===== config.mk =====
export PLATFORM = sky130hd
export DESIGN_NAME = cht_ctrl
export DESIGN_NICKNAME = d
export VERILOG_FILES = /design/src/rtl/cht_pkg.sv /design/src/rtl/cht_ctrl.sv
export SDC_FILE = /design/constraint.sdc
export NUM_CORES = 1
export LEC_CHECK = 0
export ABC_AREA = 1
export BUFFER_PORTS_ARGS = -buffer_cell sky130_fd_sc_hd__buf_4
export CAP_MARGIN = 20
export CELL_PAD_IN_SITES_DETAIL_PLACEMENT = 2
export CELL_PAD_IN_SITES_GLOBAL_PLACEMENT = 2
export CORE_MARGIN = 8
export CORE_UTILIZATION = 24
export CTS_BUF_LIST = sky130_fd_sc_hd__clkbuf_8
export DETAILED_ROUTE_END_ITERATION = 7
export HOLD_SLACK_MARGIN = 0.1
export PLACE_DENSITY = 0.81
export SLEW_MARGIN = 0
export SYNTH_ARGS = -nofsm -noshare
export SYNTH_HDL_FRONTEND = slang
export SYNTH_SLANG_ARGS = --single-unit

===== constraint.sdc =====
create_clock -name clk_i -period 2.4 [get_ports clk_i]
set_input_delay 0.36 -clock clk_i [delete_from_list [all_inputs] [get_ports clk_i]]
set_output_delay 0.36 -clock clk_i [all_outputs]
set_load 0.02 [all_outputs]

===== src/rtl/cht_pkg.sv =====
// Shared types, constants and codes for the chained hash table.
package cht_pkg;

  localparam int unsigned BucketsDefault    = 256;
  localparam int unsigned NodesDefault      = 1024;
  localparam int unsigned KeyWidthDefault   = 32;
  localparam int unsigned ValueWidthDefault = 32;

  localparam int unsigned FuncWidth   = 2;
  localparam int unsigned BucketWidth = 8;
  localparam int unsigned KeyInWidth  = 32;
  localparam int unsigned ValInWidth  = 32;
  localparam int unsigned StatusWidth = 2;
  localparam int unsigned CountWidth  = 11;

  typedef enum logic [FuncWidth-1:0] {
    FuncLookup = 2'd0,
    FuncInsert = 2'd1,
    FuncRemove = 2'd2,
    FuncClear  = 2'd3
  } func_e;

  typedef enum logic [StatusWidth-1:0] {
    StatusOk       = 2'd0,
    StatusNotFound = 2'd1,
    StatusDup      = 2'd2,
    StatusFull     = 2'd3
  } status_e;

  typedef enum logic [3:0] {
    StInit,
    StIdle,
    StHeadRd,
    StHeadWait,
    StNodeRd,
    StNodeWait,
    StCheck,
    StInsert,
    StRemove,
    StClear,
    StDone
  } state_e;

  // Commands from the controller to the datapath.
  typedef struct packed {
    logic capture;
    logic head_rd;
    logic head_load;
    logic node_rd;
    logic advance;
    logic insert;
    logic remove;
    logic sweep;
    logic sweep_reset;
    logic finish;
  } cht_cmd_t;

  // Status from the datapath to the controller.
  typedef struct packed {
    logic cur_nil;
    logic key_match;
    logic step_limit;
    logic pool_empty;
    logic sweep_last;
    logic [FuncWidth-1:0] func;
  } cht_stat_t;

endpackage


===== src/rtl/cht_ctrl.sv =====
// Controller state machine of the chained hash table.
module cht_ctrl (
  input  logic               clk_i,
  input  logic               rst_ni,
  input  logic               start_i,
  output logic               busy_o,
  output logic               done_o,
  output cht_pkg::cht_cmd_t  cmd_o,
  input  cht_pkg::cht_stat_t stat_i
);
  import cht_pkg::*;

  state_e state_q, state_d;

  always_ff @(posedge clk_i or negedge rst_ni) begin
    if (!rst_ni) begin
      state_q <= StInit;
    end else begin
      state_q <= state_d;
    end
  end

  always_comb begin
    state_d = state_q;
    unique case (state_q)
      StInit:     if (stat_i.sweep_last) state_d = StIdle;
      StIdle:     if (start_i) state_d = StHeadRd;
      StHeadRd: begin
        if (func_e'(stat_i.func) == FuncClear) state_d = StClear;
        else state_d = StHeadWait;
      end
      StHeadWait: state_d = StNodeRd;
      StNodeRd: begin
        if (stat_i.cur_nil || stat_i.step_limit) state_d = StCheck;
        else state_d = StNodeWait;
      end
      StNodeWait: state_d = StCheck;
      StCheck: begin
        if (!stat_i.cur_nil && !stat_i.key_match && !stat_i.step_limit) state_d = StNodeRd;
        else begin
          unique case (func_e'(stat_i.func))
            FuncInsert: state_d = (stat_i.key_match || stat_i.pool_empty) ? StDone : StInsert;
            FuncRemove: state_d = stat_i.key_match ? StRemove : StDone;
            default:    state_d = StDone;
          endcase
        end
      end
      StInsert:   state_d = StDone;
      StRemove:   state_d = StDone;
      StClear:    if (stat_i.sweep_last) state_d = StDone;
      StDone:     state_d = StIdle;
      default:    state_d = StIdle;
    endcase
  end

  always_comb begin
    cmd_o = '0;
    busy_o = 1'b1;
    done_o = 1'b0;
    unique case (state_q)
      StInit:     cmd_o.sweep = 1'b1;
      StIdle: begin
        busy_o = 1'b0;
        cmd_o.capture = start_i;
        cmd_o.sweep_reset = 1'b1;
      end
      StHeadRd:   cmd_o.head_rd = 1'b1;
      StHeadWait: cmd_o.head_load = 1'b1;
      StNodeRd:   cmd_o.node_rd = !stat_i.cur_nil;
      StNodeWait: ;
      StCheck: begin
        if (!stat_i.cur_nil && !stat_i.key_match && !stat_i.step_limit) cmd_o.advance = 1'b1;
        else cmd_o.finish = 1'b1;
      end
      StInsert:   cmd_o.insert = 1'b1;
      StRemove:   cmd_o.remove = 1'b1;
      StClear: begin
        cmd_o.sweep = 1'b1;
        cmd_o.finish = stat_i.sweep_last;
      end
      StDone:     done_o = 1'b1;
      default: ;
    endcase
  end

endmodule

; Word level (Yosys, flattened, before mapping)
; Index checks and enable logic that the tools add are counted.
[classes]
muxes = 24
div = 0
n_addsub = 0
order_cmp = 0
mul = 0
reduce_logical = 11
eq_ne = 16
bitwise_logic = 0
shift = 0
[op_table]
columns = op, n
row1 = $pmux W4 S9, 1
row2 = $mux W4, 6
row3 = $eq A4 B3 Y1 const B, 4
row4 = $mux W1, 13
row5 = $eq A4 B4 Y1 const B, 3
row6 = $eq A4 B2 Y1 const B, 2
row7 = $pmux W4 S2, 1
row8 = $ne A2 B2 Y1 const B, 3
row9 = $eq A2 B2 Y1 const B, 2
row10 = $eq A4 B1 Y1 const B, 1
row11 = $logic_not A4 Y1, 1
row12 = $mux W2, 2
row13 = $reduce_or A2 Y1, 2
row14 = $logic_not A1 Y1, 3
row15 = $reduce_and A3 Y1, 1
row16 = $eq A2 B1 Y1 const B, 1
row17 = $logic_and A1 B1 Y1, 2
row18 = $logic_or A1 B1 Y1, 2
row19 = $pmux W1 S2, 1
[totals]
regBits = 4
mem_bits_rw = 0
romBits = 0
mem_count = 0
latchBits = 0
input_bits = 10

; Depth between registers and ports, before layout
[depth]
ltp_word = 5
ltp_mapped = 8
mapped_depth_nobuf = 8

; Worst setup path before layout
; No wires, ideal clock.
[synth_path]
kind = flip-flop to output port
startpoint = reg state_q[2]
endpoint = out cmd_o[9] in the netlist's numbering
t_arrival_ps = 1224
slack_ps = 816
path_stages_with_launch = 4
cell_sequence = dfrtp_1 nor2_1 nand2_1 nor2_1
[synth_rtl]
columns = item, line_no
row1 = start: declaration, cht_ctrl.sv:13  ; state_e state_q, state_d;
row2 = start signal: assignment, cht_ctrl.sv:17  ; state_q <= StInit;
row3 = start signal: assignment, cht_ctrl.sv:19  ; state_q <= state_d;
row4 = end: declaration, cht_ctrl.sv:8  ; output cht_pkg::cht_cmd_t cmd_o,

==> metrics.md <==
| Metric | Value |
|---|---|
| Warnings, synthesis | 0 |
| CP Data Arrival Time | 1.48 ns |
| Post_cts resized | 0 |
| Sequential cell area | 100.1 um^2 |
| Worst Max-Slew Pin Slew | 0.3531 ns |
| First-pass GRT wire length | 3.063 mm |
| Initial antenna violation count | 0 |
| Share of the synthesized area in the top cell type | 19.85% |
| Outcome | completed |
| Synth area leaders | dfrtp_1, nand2_1, inv_1, nor2_1, ha_1 |
| TritonCTS clock tree | done |
| Total power | 0.7894 mW |
| Die area | 3824 um^2 |
| Clock Latency Late Sink | 0.22 ns |
| Synthesized area | 504.2 um^2 |
| Final Net Count | 128 |
| Clock root buffer | clkbuf_8 |
| Setup TNS | 0 ns |
| Average wire per standard cell | 14.03 um |
| Top_reg_cell synth | dfrtp_1 |
| Ant diodes | 0 |
| Gr usage total | 10.84% |
| DRT Pass-1 Iters | 4 |
| Iteration-0 DRC Markers | 15 |
| TritonCTS Sinks | 4 |
| RSZ-0062 raised after global routing | false |
| Count of flip-flops with a built-in enable after synthesis | 0 |
| Area taken by multi-input logic gates | 332.8 um^2 |
| Critical Path RT | 2.04 ns |
| Syn avg cell area | 5.796 um^2 |
| Port Buf Inserts | 21 |
| Leading area contributor after synthesis | dfrtp_1 |
| Share of post-route cells with drive strength above 1 | 28.57% |
| H-tree levels | 1 |
| Sequential share of the synthesized area | 19.85% |
| Final min period | 1.840 ns |
| Syn Inst Count | 87 |
| Total power per unit cell area | 1057 nW/um^2 |
| Vias in the first global route | 665 |
| Drt drc | 0 |
| Regs by FF count | state_q x4 |
| Clk buf depth | 2 |
| Fillers | 258 |
| Leakage | 0.4481 nW |
| HP Class | in -> reg |
| CP max-delay cell | dfrtp_1 |
| Slew Viols, Final | 0 |
| Antenna-violating nets left | 0 |
| Post-synth ARST share | 100.0% |
| Slew Limit Headroom | 76.37% |
| Cell variety after synth | 19 |
| Vias per cell | 4.460 |
| Largest net degree at the start of global routing | 8 |
| Initial core utilization | 25.44% |
| Worst Skew | 0.002662 ns |
| Worst setup SP type | flop |
| Maxcap violations | 0 |
| Crit share post-route | 76.65% |
| Post-Syn Nets | 101 |
| Seq cells post-synth | 4 |
| Die width | 61.84 um |
| Most frequent cells after synthesis | nand2_1, inv_1, nor2_1 |
| Class of the most critical setup path | reg -> out |
| Critical Path Sink Type | output pin |
| CTS Buf Count | 3 |
| I/O Pins | 22 |
| Dpl hpwl | 1.645 mm |
| Maximum vdd drop | 0.3207 mV |
| CP max stage delay | 0.43 ns |
| CP most frequent cell | nor2_1 |
| Grt total ovfl | 0 |
| Reg with most FFs | state_q |
| Largest register FFs | 4 |
| RD Place Congestion | 0.7946 |
| Vias | 620 |
| Core Rows | 16 |
| Worst path cell trace | nor2_1 -> nand2_1 -> nor2_1 -> buf_4 |
| Max FO, Critical Path | 6 |
| Chip Height | 61.84 um |
| Core box area | 1982 um^2 |
| Reg clk slew, reported paths | 0.03 ns |
| Post-Route WL | 1.950 mm |
| P&R area growth vs syn | 48.14% |
| Final setup viols | 0 |
| Most numerous cell in the Yosys netlist | nand2_1 |
| Maximum clock frequency | 543.6 MHz |
| Post-CTS setup buffers | 0 |
| Post-CTS Hold Fix Bufs | 1 |
| Endpoints failing hold | 0 |
[final cells by class]
| cell class | count | share of cell area (%) |
|---|---|---|
| tap | 27 | 4.523 |
| inverter | 19 | 9.548 |
| sequential | 4 | 13.40 |
| clock buffer | 3 | 5.528 |
| multi-input combinational | 64 | 44.56 |
| timing repair buffer | 22 | 22.45 |
[kinds of logic after synthesis]
logic type                 synth area share [%]
buffers and inverters                     14.14
AOI/OAI and AO/OA                         11.42
DFF                                       19.85
and+or+nand+nor                           44.66
adders and majority gates                 9.926
[placed cells by master, fill, tap and decap left out, types with 3 or more instances in the layout]
cell type / instances
nand3_1: 4
inv_1: 18
dfrtp_1: 4
clkbuf_8: 3
ha_1: 4
o21ai_0: 4
nand2_1: 23
nor2_1: 14
buf_4: 21
[through the flow]
| stage | setup WS (ns) | utilization [%] | cells | cell area (um^2) | hold WS, ns |
|---|---|---|---|---|---|
| 2_1_floorplan | 0.8158 | - | 87 | 504.2 | 0.06441 |
| 3_3_place_gp | 0.8398 | 35.10 | 135 | 695.7 | 0.1585 |
| 3_5_place_dp | 0.8056 | 35.10 | 135 | 695.7 | 0.1595 |
| 4_1_cts | 0.5291 | 37.69 | 139 | 747.0 | 0.4493 |
| 5_1_grt | 0.4130 | 37.69 | 139 | 747.0 | 0.4539 |
| 6_report | 0.5604 | 37.69 | 139 | 747.0 | 0.4443 |
[per-layer routing]
layer  up-vias  share of wire [%]  wire length (um)  track usage (%)
li1        319                  -                 -                -
met1       290                 42               817            11.58
met2        11                 55              1069            21.27
met3         0                3.2                63            2.675
met4         0                  0                 0           0.9740
met5         -                  0                 0                0
[worst max-delay path, delay by kind of cell (launching register included)]
family | cells | cell delay (ns)
AND/OR/NAND/NOR | 3 | 0.68
flip-flops | 1 | 0.43
buffers and inverters | 1 | 0.16
[final timing paths]
check,start,end,slack [ns],cells after the start
setup / recovery,state_q[2]$_DFFE_PN0P_,cmd_o[9],0.56,4
hold / removal,start_i,state_q[1]$_DFFE_PN0P_,0.44,3
setup reg to reg,state_q[2]$_DFFE_PN0P_,state_q[0]$_DFFE_PN0P_,1.02,6
hold reg to reg,state_q[0]$_DFFE_PN0P_,state_q[0]$_DFFE_PN0P_,0.65,2
max in group asynchronous,rst_ni,state_q[2]$_DFFE_PN0P_,1.82,2
min in group asynchronous,rst_ni,state_q[1]$_DFFE_PN0P_,0.48,2
[power by group]
| group | total (mW) | internal, mW | switching, mW |
|---|---|---|---|
| combinational | 0.495 | 0.180 | 0.316 |
| sequential | 0.149 | 0.0962 | 0.0529 |
| clock | 0.145 | 0.107 | 0.0376 |
| total | 0.789 | 0.383 | 0.406 |
No activity file was read; power rests on OpenSTA's default activity.
